===== config.mk =====
export PLATFORM = sky130hd
export DESIGN_NAME = keypad_dual_tone_light_transmitter
export DESIGN_NICKNAME = d
export VERILOG_FILES = /design/src/kdt_pkg.sv /design/src/kdt_tones.sv /design/src/kdt_scan.sv /design/src/keypad_dual_tone_light_transmitter.sv
export SDC_FILE = /design/constraint.sdc
export NUM_CORES = 1
export LEC_CHECK = 0
export BUFFER_PORTS_ARGS = -buffer_cell sky130_fd_sc_hd__buf_2
export CORE_UTILIZATION = 51
export DETAILED_ROUTE_END_ITERATION = 6
export GPL_ROUTABILITY_DRIVEN = 0
export GPL_TIMING_DRIVEN = 0
export PLACE_DENSITY_LB_ADDON = 0.2
export SLEW_MARGIN = 15
export SYNTH_ARGS = -nofsm -noshare
export SYNTH_HDL_FRONTEND = slang
export SYNTH_SLANG_ARGS = --single-unit

===== constraint.sdc =====
create_clock -name clk -period 8 [get_ports clk]
set_clock_uncertainty 0.15 [all_clocks]
set_input_delay 0.8 -clock clk [delete_from_list [all_inputs] [get_ports clk]]
set_output_delay 0.8 -clock clk [all_outputs]
set_load 0.05 [all_outputs]

===== src/kdt_pkg.sv =====
// ----------------------------------------------------------------------------
// kdt_pkg
// Shared types, constants and helper functions for the keypad tone transmitter.
// ----------------------------------------------------------------------------
package kdt_pkg;

    localparam int CFG_W        = 24;
    localparam int CODE_W       = 4;
    localparam int CHAR_W       = 7;
    localparam int DRIVE_W      = 4;
    localparam int APB_AW       = 4;
    localparam int APB_DW       = 32;

    localparam int KEY_ROWS_DEF  = 4;
    localparam int CODE_BITS_DEF = 4;

    localparam logic [CFG_W-1:0] TONE_ONE_RST = 24'd125000;
    localparam logic [CFG_W-1:0] TONE_TWO_RST = 24'd41667;
    localparam logic [CFG_W-1:0] BIT_PER_RST  = 24'd6000000;
    localparam logic [CFG_W-1:0] HOLDOFF_RST  = 24'd40000;

    localparam logic [CHAR_W-1:0] ASCII_ZERO = 7'h30;
    localparam logic [CHAR_W-1:0] ASCII_A    = 7'h41;

    // Register indexes on the APB port.
    localparam logic [1:0] REG_TONE_ONE = 2'd0;
    localparam logic [1:0] REG_TONE_TWO = 2'd1;
    localparam logic [1:0] REG_BIT_PER  = 2'd2;
    localparam logic [1:0] REG_HOLDOFF  = 2'd3;

    typedef enum logic [1:0] {
        PH_SCAN,
        PH_SEND,
        PH_RELEASE,
        PH_HOLD
    } phase_t;

    typedef struct packed {
        logic [CFG_W-1:0] tone_one_half;
        logic [CFG_W-1:0] tone_two_half;
        logic [CFG_W-1:0] bit_period;
        logic [CFG_W-1:0] holdoff;
    } cfg_t;

    typedef struct packed {
        logic [DRIVE_W-1:0] row_drive;
        logic               key_valid;
        logic [CODE_W-1:0]  key_code;
        logic [CHAR_W-1:0]  key_char;
        logic               busy;
    } scan_res_t;

    typedef struct packed {
        logic keyed;
        logic carrier;
    } led_t;

    typedef struct packed {
        logic             fire;
        logic [CFG_W-1:0] count;
    } tick_t;

    // Advance a tick counter; wrap to zero and fire once the limit is reached.
    function automatic tick_t tick_step(input logic [CFG_W-1:0] count,
                                        input logic [CFG_W-1:0] limit);
        logic [CFG_W:0]   sum;
        logic [CFG_W-1:0] n;
        tick_t            r;
        sum = {1'b0, count} + {{CFG_W{1'b0}}, 1'b1};
        n   = sum[CFG_W-1:0];
        if ((n >= limit) || (n == '0))
        begin
            r.fire  = 1'b1;
            r.count = '0;
        end
        else
        begin
            r.fire  = 1'b0;
            r.count = n;
        end
        return r;
    endfunction

    function automatic logic [CHAR_W-1:0] hex_char(input logic [CODE_W-1:0] code);
        logic [CHAR_W-1:0] c;
        c = {{(CHAR_W-CODE_W){1'b0}}, code};
        if (code < CODE_W'(10))
            return ASCII_ZERO + c;
        else
            return ASCII_A + c - CHAR_W'(10);
    endfunction

endpackage


===== src/kdt_tones.sv =====
// ----------------------------------------------------------------------------
// kdt_tones
// Tone one and tone two counters with the keyed and carrier LED levels.
// ----------------------------------------------------------------------------
module kdt_tones (
    input  logic                      clk,
    input  logic                      rst_n,
    input  logic                      advance,
    input  logic                      keying_on,
    input  kdt_pkg::cfg_t             cfg,
    output kdt_pkg::led_t             leds_next
);
    import kdt_pkg::*;

    logic [CFG_W-1:0] one_cnt_reg;
    logic [CFG_W-1:0] two_cnt_reg;
    logic             keyed_reg;
    logic             carrier_reg;
    tick_t            one_tick;
    tick_t            two_tick;

    always_comb
    begin
        one_tick = tick_step(one_cnt_reg, cfg.tone_one_half);
        two_tick = tick_step(two_cnt_reg, cfg.tone_two_half);
        leds_next.keyed   = keyed_reg;
        leds_next.carrier = carrier_reg;
        if (one_tick.fire)
            leds_next.keyed = keying_on ? ~keyed_reg : 1'b0;
        if (two_tick.fire)
            leds_next.carrier = ~carrier_reg;
    end

    always_ff @(posedge clk or negedge rst_n)
    begin
        if (!rst_n)
        begin
            one_cnt_reg <= '0;
            two_cnt_reg <= '0;
            keyed_reg   <= 1'b0;
            carrier_reg <= 1'b0;
        end
        else if (advance)
        begin
            one_cnt_reg <= one_tick.count;
            two_cnt_reg <= two_tick.count;
            keyed_reg   <= leds_next.keyed;
            carrier_reg <= leds_next.carrier;
        end
    end

endmodule


===== src/kdt_scan.sv =====
// ----------------------------------------------------------------------------
// kdt_scan
// Row scan, key detect, bit sequencing, release wait and holdoff.
// ----------------------------------------------------------------------------
module kdt_scan #(
    parameter int KEY_ROWS  = kdt_pkg::KEY_ROWS_DEF,
    parameter int CODE_BITS = kdt_pkg::CODE_BITS_DEF
) (
    input  logic                        clk,
    input  logic                        rst_n,
    input  logic                        advance,
    input  logic [3:0]                  column_sense,
    input  kdt_pkg::cfg_t               cfg,
    output logic                        keying_on,
    output kdt_pkg::scan_res_t          res
);
    import kdt_pkg::*;

    localparam int RW = (KEY_ROWS > 1) ? $clog2(KEY_ROWS) : 1;
    localparam int SW = (CODE_BITS > 1) ? $clog2(CODE_BITS) : 1;

    phase_t            phase_reg, phase_next;
    logic [RW-1:0]     row_reg, row_next;
    logic [SW-1:0]     sent_reg, sent_next;
    logic [CFG_W-1:0]  period_reg, period_next;
    logic [CODE_W-1:0] held_reg, held_next;
    logic              keying_reg, keying_next;

    logic [1:0]        top_col;
    logic [RW+5:0]     code_ext;
    logic [CODE_W-1:0] code;
    logic [RW:0]       row_inc;
    logic [RW-1:0]     row_adv;
    logic [SW:0]       sent_inc;
    logic [7:0]        held_shift;
    logic [CFG_W:0]    period_inc;
    tick_t             bit_tick;

    assign keying_on = keying_reg;

    always_comb
    begin
        if (column_sense[3])
            top_col = 2'd3;
        else if (column_sense[2])
            top_col = 2'd2;
        else if (column_sense[1])
            top_col = 2'd1;
        else
            top_col = 2'd0;
        code_ext = {4'b0, row_reg, top_col};
        code     = code_ext[CODE_W-1:0];
        row_inc  = {1'b0, row_reg} + {{RW{1'b0}}, 1'b1};
        row_adv  = (row_inc >= (RW+1)'(KEY_ROWS)) ? '0 : row_inc[RW-1:0];
        sent_inc = {1'b0, sent_reg} + {{SW{1'b0}}, 1'b1};
        held_shift = {4'b0, held_reg} >> sent_inc;
        period_inc = {1'b0, period_reg} + {{CFG_W{1'b0}}, 1'b1};
        bit_tick = tick_step(period_reg, cfg.bit_period);
    end

    always_comb
    begin
        phase_next  = phase_reg;
        row_next    = row_reg;
        sent_next   = sent_reg;
        period_next = period_reg;
        held_next   = held_reg;
        keying_next = keying_reg;
        res.key_valid = 1'b0;
        res.key_code  = '0;
        res.key_char  = '0;
        case (phase_reg)
            PH_SCAN:
            begin
                if (column_sense != 4'd0)
                begin
                    res.key_valid = 1'b1;
                    res.key_code  = code;
                    res.key_char  = hex_char(code);
                    held_next     = code;
                    sent_next     = '0;
                    period_next   = '0;
                    keying_next   = code[0];
                    phase_next    = PH_SEND;
                end
                else
                begin
                    row_next = row_adv;
                end
            end
            PH_SEND:
            begin
                period_next = bit_tick.count;
                if (bit_tick.fire)
                begin
                    if (sent_inc >= (SW+1)'(CODE_BITS))
                    begin
                        keying_next = 1'b0;
                        sent_next   = '0;
                        phase_next  = PH_RELEASE;
                    end
                    else
                    begin
                        sent_next   = sent_inc[SW-1:0];
                        keying_next = held_shift[0];
                    end
                end
            end
            PH_RELEASE:
            begin
                if (column_sense == 4'd0)
                begin
                    period_next = '0;
                    phase_next  = PH_HOLD;
                end
            end
            PH_HOLD:
            begin
                if (period_reg >= cfg.holdoff)
                begin
                    period_next = '0;
                    phase_next  = PH_SCAN;
                    row_next    = row_adv;
                end
                else
                begin
                    period_next = period_inc[CFG_W-1:0];
                end
            end
            default:
            begin
                phase_next = PH_SCAN;
            end
        endcase
        for (int i = 0; i < DRIVE_W; i++)
            res.row_drive[i] = ({4'b0, row_reg} == (RW+4)'(i));
        res.busy = (phase_next != PH_SCAN);
    end

    always_ff @(posedge clk or negedge rst_n)
    begin
        if (!rst_n)
        begin
            phase_reg  <= PH_SCAN;
            row_reg    <= '0;
            sent_reg   <= '0;
            period_reg <= '0;
            held_reg   <= '0;
            keying_reg <= 1'b0;
        end
        else if (advance)
        begin
            phase_reg  <= phase_next;
            row_reg    <= row_next;
            sent_reg   <= sent_next;
            period_reg <= period_next;
            held_reg   <= held_next;
            keying_reg <= keying_next;
        end
    end

endmodule


===== src/keypad_dual_tone_light_transmitter.sv =====
// ----------------------------------------------------------------------------
// keypad_dual_tone_light_transmitter
// Each accepted beat on the item channel is one timer tick carrying the four
// column lines of the keypad row being driven. The block returns one result
// beat per item: the row driven during that tick, both LED levels after the
// tick, a key report (valid, code, ASCII hex digit) on the tick a press is
// seen, and a busy flag while the key's bits are sent, release is awaited or
// the holdoff runs. An item is taken every clock cycle; the only wait is the
// result register, which holds a beat while result_stall is high, so the
// tick rate is one per cycle whenever the result side keeps up. Results are
// registered the cycle after its item. The user must change the four 24-bit
// timing registers (APB bytes 0, 4, 8, 12) only while idle, unenforced.
// ----------------------------------------------------------------------------
module keypad_dual_tone_light_transmitter #(
    parameter int KEY_ROWS  = kdt_pkg::KEY_ROWS_DEF,
    parameter int CODE_BITS = kdt_pkg::CODE_BITS_DEF
) (
    input  logic                         clk,
    input  logic                         rst_n,
    // APB configuration port
    input  logic                         psel,
    input  logic                         penable,
    input  logic                         pwrite,
    input  logic [kdt_pkg::APB_AW-1:0]   paddr,
    input  logic [kdt_pkg::APB_DW-1:0]   pwdata,
    output logic [kdt_pkg::APB_DW-1:0]   prdata,
    output logic                         pready,
    // item channel
    input  logic                         item_valid,
    output logic                         item_stall,
    input  logic [3:0]                   column_sense,
    // result channel
    output logic                         result_valid,
    input  logic                         result_stall,
    output logic [kdt_pkg::DRIVE_W-1:0]  row_drive,
    output logic                         keyed_led,
    output logic                         carrier_led,
    output logic                         key_valid,
    output logic [kdt_pkg::CODE_W-1:0]   key_code,
    output logic [kdt_pkg::CHAR_W-1:0]   key_char,
    output logic                         busy_res
);
    import kdt_pkg::*;

    cfg_t       cfg_reg;
    logic [1:0] cfg_idx;
    logic       cfg_wr;
    logic       advance;
    logic       keying_on;
    led_t       leds_next;
    scan_res_t  scan_res;
    logic       result_valid_reg, result_valid_next;
    scan_res_t  res_reg;
    led_t       leds_reg;

    // Register file: index is the word address, data kept to 24 bits.
    assign pready  = 1'b1;
    assign cfg_idx = paddr[3:2];
    assign cfg_wr  = psel && penable && pwrite;

    always_ff @(posedge clk or negedge rst_n)
    begin
        if (!rst_n)
        begin
            cfg_reg.tone_one_half <= TONE_ONE_RST;
            cfg_reg.tone_two_half <= TONE_TWO_RST;
            cfg_reg.bit_period    <= BIT_PER_RST;
            cfg_reg.holdoff       <= HOLDOFF_RST;
        end
        else if (cfg_wr)
        begin
            case (cfg_idx)
                REG_TONE_ONE: cfg_reg.tone_one_half <= pwdata[CFG_W-1:0];
                REG_TONE_TWO: cfg_reg.tone_two_half <= pwdata[CFG_W-1:0];
                REG_BIT_PER:  cfg_reg.bit_period    <= pwdata[CFG_W-1:0];
                REG_HOLDOFF:  cfg_reg.holdoff       <= pwdata[CFG_W-1:0];
                default:      cfg_reg.holdoff       <= cfg_reg.holdoff;
            endcase
        end
    end

    always_comb
    begin
        case (cfg_idx)
            REG_TONE_ONE: prdata = {{(APB_DW-CFG_W){1'b0}}, cfg_reg.tone_one_half};
            REG_TONE_TWO: prdata = {{(APB_DW-CFG_W){1'b0}}, cfg_reg.tone_two_half};
            REG_BIT_PER:  prdata = {{(APB_DW-CFG_W){1'b0}}, cfg_reg.bit_period};
            REG_HOLDOFF:  prdata = {{(APB_DW-CFG_W){1'b0}}, cfg_reg.holdoff};
            default:      prdata = '0;
        endcase
    end

    // Hold the item side only while a finished beat waits at the result.
    assign item_stall = result_valid_reg && result_stall;
    assign advance    = item_valid && !item_stall;

    // Tone counters see keying_on as it stood at the start of the tick.
    kdt_tones u_tones (
        .clk       (clk),
        .rst_n     (rst_n),
        .advance   (advance),
        .keying_on (keying_on),
        .cfg       (cfg_reg),
        .leds_next (leds_next)
    );

    kdt_scan #(
        .KEY_ROWS  (KEY_ROWS),
        .CODE_BITS (CODE_BITS)
    ) u_scan (
        .clk          (clk),
        .rst_n        (rst_n),
        .advance      (advance),
        .column_sense (column_sense),
        .cfg          (cfg_reg),
        .keying_on    (keying_on),
        .res          (scan_res)
    );

    // Result register: load on every accepted tick, drop once taken.
    assign result_valid_next = advance || (result_valid_reg && result_stall);

    always_ff @(posedge clk or negedge rst_n)
    begin
        if (!rst_n)
            result_valid_reg <= 1'b0;
        else
            result_valid_reg <= result_valid_next;
    end

    always_ff @(posedge clk)
    begin
        if (advance)
        begin
            res_reg  <= scan_res;
            leds_reg <= leds_next;
        end
    end

    assign result_valid = result_valid_reg;
    assign row_drive    = res_reg.row_drive;
    assign keyed_led    = leds_reg.keyed;
    assign carrier_led  = leds_reg.carrier;
    assign key_valid    = res_reg.key_valid;
    assign key_code     = res_reg.key_code;
    assign key_char     = res_reg.key_char;
    assign busy_res     = res_reg.busy;

endmodule

==> results.sh, run 1 <==
export IMPL_dp_cells=1820
export IMPL_clock_latency_ps=450
export IMPL_relSlewSlack_pct=25.2
export IMPL_setup_violations=0
export IMPL_die_x_um=163
export IMPL_pwr_share_seq_pct=39.0
export IMPL_syn_instance_count=1401
export IMPL_worst_setup_path_end_kind="flip-flop"
export IMPL_coreArea_mm2=0.0253
export IMPL_final_max_slew_viol_count=0
export IMPL_finalHoldViolCount=0
export IMPL_power_switching_mw=1.55
export IMPL_rows=58
export IMPL_grt_util_all_layers_pct=28.2
export IMPL_cts_sinks=200
export IMPL_antenna_found_initial=2
export IMPL_wl_per_cell_um=19.4
export IMPL_r2r_cells=14
export IMPL_min_period_over_period_pct=65.3
export IMPL_tightest_slew_ps=1110
export IMPL_clock_power_share_pct=23.4
export IMPL_overflow=0
export IMPL_cp_data_arrival_time_ps=5470
export IMPL_place_hpwl_um=27600
export IMPL_via_count=10800
export IMPL_yosysWarnings=0
export IMPL_vias_per_cell=5.81
export IMPL_slowest_stage="nor4_1"
export IMPL_critPathLaunchType="flip-flop"
export IMPL_fin_crit_ps=5230
export IMPL_final_cells=1853
export IMPL_cts_resized_gates=0
export IMPL_path_cells="ha_1, nand4_1, nor4_1, nand2_1, xnor2_1, ha_1, a21o_1, a21oi_1, o211ai_1, a211oi_1, a21oi_1, a21o_1, nor2_1, mux2_2"
export IMPL_worst_path_max_fanout=9
export IMPL_intPower_mw=2.25
export IMPL_path_class="reg -> reg"
export IMPL_start_util_pct=52.2
export IMPL_cts_tree="built"
export IMPL_wirelength_um=35900
export IMPL_switching_share_pct=40.8
export IMPL_io_buffers=79
export IMPL_leakage_nw=6.76
export IMPL_clk_pin_slew_ps=80
export IMPL_postCtsSetupRepairBufs=0
export IMPL_ys_seq_area_share_pct=38.9
export IMPL_cap_violations=0
export IMPL_required_ps=8240
export IMPL_syn_to_final_growth_pct=11.6
export IMPL_irDropWorstVdd_mv=0.180
export IMPL_final_area_mm2=0.0147
export IMPL_hold_path_class="in -> async"
export IMPL_synth_cell_type_count=75
export IMPL_ys_async_sr_fraction_pct=90.5
export IMPL_drt_initial_drc_count=863
export IMPL_root_buffer="clkbuf_16"
export IMPL_drtAntennaViolNets=0
export IMPL_grt_pass1_wl_um=57100
export IMPL_syn_area_mm2=0.0132
export IMPL_drive_gt1_share_pct=17.3
export IMPL_die_y_um=163
export IMPL_cts_hold_buffers=0
export IMPL_drt_pass1_iter_count=7
export IMPL_numCtsBuffers=17
export IMPL_cts_htree_levels=4
export IMPL_design_die_area_mm2=0.0266
export IMPL_status="finished clean"
export IMPL_power_density_mw_per_mm2=258
export IMPL_placed_area_mm2=0.0141
export IMPL_pwr_share_comb_pct=37.5
export IMPL_fin_setup_tns_ps=0
export IMPL_clockBufferDepth=2
export IMPL_pin_count=101
export IMPL_grt_start_max_net_pins=75
export IMPL_largest_reg_flops=96
export IMPL_ys_flop_type="dfrtp_1"
export IMPL_synth_edff_count=19
export IMPL_cpPeakStageDelay_ps=1040
export IMPL_fillers=2208
export IMPL_first_global_vias=10500
export IMPL_final_nets=1666
export IMPL_rsz0062_at_grt="false"
export IMPL_synth_ff_latch_count=200
export IMPL_drc_errors=0
export IMPL_avgSynthCellArea_um2=9.43
export IMPL_fmax_mhz=191
layout make-up:
| class | count | area, um2 | share of cell area, % |
|---|---|---|---|
| Antenna cell | 1 | 2.50 | 0.0170 |
| Timing Repair Buffer | 82 | 488 | 3.31 |
| Clock buffer | 17 | 425 | 2.88 |
| Multi-Input combinational cell | 993 | 7240 | 49.1 |
| Tap cell | 330 | 413 | 2.80 |
| Sequential cell | 200 | 5140 | 34.8 |
| Clock inverter | 15 | 174 | 1.18 |
| Inverter | 132 | 495 | 3.36 |
| Buffer | 83 | 369 | 2.50 |
metal layers:
layer | track usage, % | part of all wire, %
met1 | 39.0 | 46
met2 | 44.7 | 46
met3 | 5.37 | 5.7
met4 | 8.33 | 2.2
met5 | 0 | 0
cells by family (layout without fill, tap and decap cells):
kind of cell,Yosys count,count (layout),synth area share [%]
adders and majority gates,110,110,10.4
other,2,10,0.0568
and+or+nand+nor,423,423,15.9
buffers and inverters,215,329,6.53
DFF,200,200,38.9
xor gates and xnor gates,74,74,4.91
AOI/OAI and AO/OA,292,292,14.0
muxes,85,85,9.26
path summary, 6_finish.rpt:
path | from | to | slack (ps)
worst max-delay path | u_tones.one_cnt_reg[0]$_DFFE_PN0P_ | u_tones.one_cnt_reg[0]$_DFFE_PN0P_ | 2770
worst min-delay path | rst_n | u_tones.one_cnt_reg[3]$_DFFE_PN0P_ | 90
worst max register to register | u_tones.one_cnt_reg[0]$_DFFE_PN0P_ | u_tones.one_cnt_reg[0]$_DFFE_PN0P_ | 2770
worst min register to register | u_tones.carrier_reg$_DFFE_PN0P_ | u_tones.carrier_reg$_DFFE_PN0P_ | 350
max in group asynchronous | rst_n | cfg_reg[43]$_DFFE_PN1P_ | 6530
min in group clk | u_tones.carrier_reg$_DFFE_PN0P_ | u_tones.carrier_reg$_DFFE_PN0P_ | 350
power by group through the flow:
stage	Clock [mW]	Combinational, mW	Sequential, mW
2_1_floorplan	0	1.03	1.46
3_3_place_gp	0	1.37	1.49
3_5_place_dp	0	1.42	1.49
4_1_cts	0.898	1.43	1.48
5_1_grt	0.946	1.59	1.51
6_report	0.892	1.43	1.48
placed cells by master (no fill, tap or decap), drive strengths merged, types with 13 or more instances in the layout:
cell type	n
nor2	56
nand2	163
a21o	30
mux4	24
nand3	33
mux2	58
nand4	39
o21ai	118
a22o	17
edfxtp	19
buf	106
xnor2	53
o31ai	17
xor2	21
dfrtp	152
inv	140
clkbuf	76
or3	13
nor3	39
dfstp	29
ha	110
a21oi	47
metrics by stage:
| stage | hold slack (ps) | setup WS [ps] | total power, mW | utilization, % |
|---|---|---|---|---|
| 2_1_floorplan | 306 | 3910 | 2.49 | - |
| 3_3_place_gp | 331 | 2890 | 2.86 | 55.5 |
| 3_5_place_dp | 337 | 2870 | 2.91 | 55.8 |
| 4_1_cts | 109 | 2820 | 3.81 | 58.2 |
| 5_1_grt | 109 | 2350 | 4.05 | 58.2 |
| 6_report | 90.8 | 2770 | 3.80 | 58.2 |
cell usage after synthesis (all sizes together) (7+ instances only):
| cell type | instances | area, um2 |
|---|---|---|
| and4 | 10 | 87.6 |
| nand3 | 33 | 165 |
| dfrtp | 152 | 3800 |
| nor2b | 7 | 43.8 |
| o31ai | 17 | 128 |
| xnor2 | 53 | 464 |
| a211o | 7 | 61.3 |
| nor2 | 56 | 210 |
| or3 | 13 | 81.3 |
| dfstp | 29 | 762 |
| a211oi | 12 | 90.1 |
| and3 | 12 | 75.1 |
| o21ai | 118 | 591 |
| mux4 | 24 | 541 |
| ha | 110 | 1380 |
| nand2 | 163 | 612 |
| clkbuf | 59 | 221 |
| nand2b | 7 | 43.8 |
| inv | 132 | 495 |
| mux2 | 58 | 653 |
| a21o | 30 | 225 |
| a21oi | 47 | 239 |
| a22o | 17 | 149 |
| buf | 24 | 146 |
| edfxtp | 19 | 571 |
| nor3 | 39 | 195 |
| nand4 | 39 | 259 |
| nor4 | 12 | 87.6 |
| or2 | 10 | 62.6 |
| xor2 | 21 | 184 |
critical path: cells and delay by family (launching register included):
| family | cells | cell delay (ps) |
|---|---|---|
| multiplexers | 1 | 270 |
| XOR/XNOR | 1 | 350 |
| flip-flops | 1 | 460 |
| AND/OR/NAND/NOR | 4 | 2110 |
| adder cells (fa/ha/maj) | 2 | 610 |
| AO/OA/AOI/OAI | 6 | 1230 |
(Power assumes the default switching activity.)
==> inputs of run 2 (changes only) <==
==> constraint.sdc (replaced) <==
create_clock -name clk -period 4.87 [get_ports clk]
set_clock_uncertainty 0.15 [all_clocks]
set_input_delay 0.487 -clock clk [delete_from_list [all_inputs] [get_ports clk]]
set_output_delay 0.487 -clock clk [all_outputs]
set_load 0.05 [all_outputs]
==> results.sh, run 2 (synthesis results as in run 1) <==
export IMPL_wirelength_um=36100
export IMPL_reg2reg_from="u_tones.two_cnt_reg[7]$_DFFE_PN0P_"
export IMPL_vias_per_cell=5.86
export IMPL_syn_to_final_growth_pct=12.2
export IMPL_fin_setup_tns_ps=0
export IMPL_fillers=2193
export IMPL_hold_path_class="in -> reg"
export IMPL_final_nets=1662
export IMPL_clk_pin_slew_ps=80
export IMPL_power_density_mw_per_mm2=423
export IMPL_pin_count=101
export IMPL_worst_setup_path_end_kind="flip-flop"
export IMPL_coreArea_mm2=0.0253
export IMPL_place_hpwl_um=27600
export IMPL_min_period_over_period_pct=94.6
export IMPL_relSlewSlack_pct=29.8
export IMPL_drtAntennaViolNets=0
export IMPL_clockBufferDepth=2
export IMPL_start_util_pct=52.2
export IMPL_startpoint="u_tones.two_cnt_reg[7]$_DFFE_PN0P_"
export IMPL_largest_reg_flops=96
export IMPL_endpoint="carrier_led$_DFFE_PP_"
export IMPL_final_area_mm2=0.0148
export IMPL_path_class="reg -> reg"
export IMPL_die_y_um=163
export IMPL_rows=58
export IMPL_final_max_slew_viol_count=0
export IMPL_r2r_end="carrier_led$_DFFE_PP_"
export IMPL_root_buffer="clkbuf_16"
export IMPL_required_ps=4910
export IMPL_worst_r2r_setup_slack_ps=260
export IMPL_antenna_found_initial=2
export IMPL_drt_pass1_iter_count=5
export IMPL_clock_latency_ps=450
export IMPL_final_cells=1849
export IMPL_placed_area_mm2=0.0141
export IMPL_cp_data_arrival_time_ps=4650
export IMPL_numCtsBuffers=17
export IMPL_finalHoldViolCount=0
export IMPL_cap_violations=0
export IMPL_first_global_vias=10500
export IMPL_fmax_mhz=217
export IMPL_tightest_slew_ps=1050
export IMPL_drt_initial_drc_count=894
export IMPL_p_total_mw=6.27
export IMPL_setup_violations=0
export IMPL_grt_pass1_wl_um=57000
export IMPL_cts_tree="built"
export IMPL_cts_sinks=200
export IMPL_postCtsSetupRepairBufs=0
export IMPL_status="finished clean"
export IMPL_critPathLaunchType="flip-flop"
export IMPL_r2r_cells=14
export IMPL_leakage_nw=6.80
export IMPL_cts_htree_levels=4
export IMPL_drc_errors=0
export IMPL_final_cell_mix="163 x nand2_1, 150 x dfrtp_1, 131 x inv_1"
export IMPL_die_x_um=163
export IMPL_grt_util_all_layers_pct=28.1
export IMPL_via_count=10800
export IMPL_worst_path_max_fanout=10
export IMPL_overflow=0
export IMPL_io_buffers=79
export IMPL_dp_cells=1820
export IMPL_wl_per_cell_um=19.5
export IMPL_fin_crit_ps=4610
export IMPL_grt_start_max_net_pins=75
export IMPL_design_die_area_mm2=0.0266
export IMPL_final_common_cell="nand2_1"
export IMPL_drive_gt1_share_pct=18.4
export IMPL_irDropWorstVdd_mv=0.295
## run 2: cell types whose count changed in the layout (fill, tap and decap cells not counted), sizes merged
cell | before | now
clkbuf | 76 | 72
buf | 106 | 105
dlygate4sd3 | 0 | 1
## run 2: timing repair
| action | CTS | global route |
|---|---|---|
| hold buffers | 1 | 0 |
| setup endpoints to repair | 41 | 54 |
| hold endpoints to repair | 46 | 0 |
| pin swaps | 0 | 3 |
| gates resized for setup | 6 | 16 |
## run 2: worst min path at each step
stage | startpoint | end | slack (ps) | cells past startpoint
2_1_floorplan | rst_n | cfg_reg[0]$_DFFE_PN0P_ | 40 | 0
4_1_cts | item_valid | result_valid$_DFF_PN0_ | 80 | 2
6_report | item_valid | result_valid$_DFF_PN0_ | 90 | 2
3_3_place_gp | u_tones.carrier_reg$_DFFE_PN0P_ | u_tones.carrier_reg$_DFFE_PN0P_ | 330 | 1
3_5_place_dp | rst_n | u_tones.one_cnt_reg[3]$_DFFE_PN0P_ | 270 | 1
5_1_grt | item_valid | result_valid$_DFF_PN0_ | 90 | 2
## run 2: area by class of cell
type                    count  area [um2]  share of cell area [%]
diodes                      1        2.50                  0.0169
plain buffers              78         353                    2.38
repair buffers             83         498                    3.36
flip-flops and latches    200        5140                    34.7
inverters                 132         495                    3.34
multi-input cells         993        7330                    49.4
well taps                 330         413                    2.78
clock buffers              17         425                    2.87
clock inverters            15         174                    1.17
## run 2: critical path, stage by stage (launching register included)
cell      delay (ps)
dfrtp_1          510
nand4_1          290
or4_4            540
nor2_2           200
nand2_1          190
o31ai_1          330
ha_1             320
a21o_1           190
a21o_1           170
a211oi_1         300
nand3_1          160
or2_2            320
clkbuf_1         210
clkbuf_2         280
xor2_1           180
## run 2: stage by stage
step	setup slack (ps)	hold slack [ps]	utilization, %
2_1_floorplan	783	41.4	-
3_3_place_gp	-240	331	55.5
3_5_place_dp	-258	271	55.8
4_1_cts	44.0	81.1	58.4
5_1_grt	-3.76	92.2	58.5
6_report	263	91.0	58.5
## run 2: report_power, final
| part | internal, mW | total (mW) | switching [mW] |
|---|---|---|---|
| sequential | 2.10 | 2.47 | 0.377 |
| clock | 0.697 | 1.47 | 0.773 |
| combinational | 0.906 | 2.32 | 1.42 |
| total | 3.70 | 6.27 | 2.57 |
## run 2: routing by layer
metal | vias to the layer above | part of all wire (%) | track usage (%)
met5 | - | 0 | 0
met4 | 0 | 3.1 | 10.2
met3 | 67 | 6.0 | 5.88
met2 | 356 | 46 | 43.9
met1 | 5229 | 45 | 38.6
li1 | 5174 | - | -
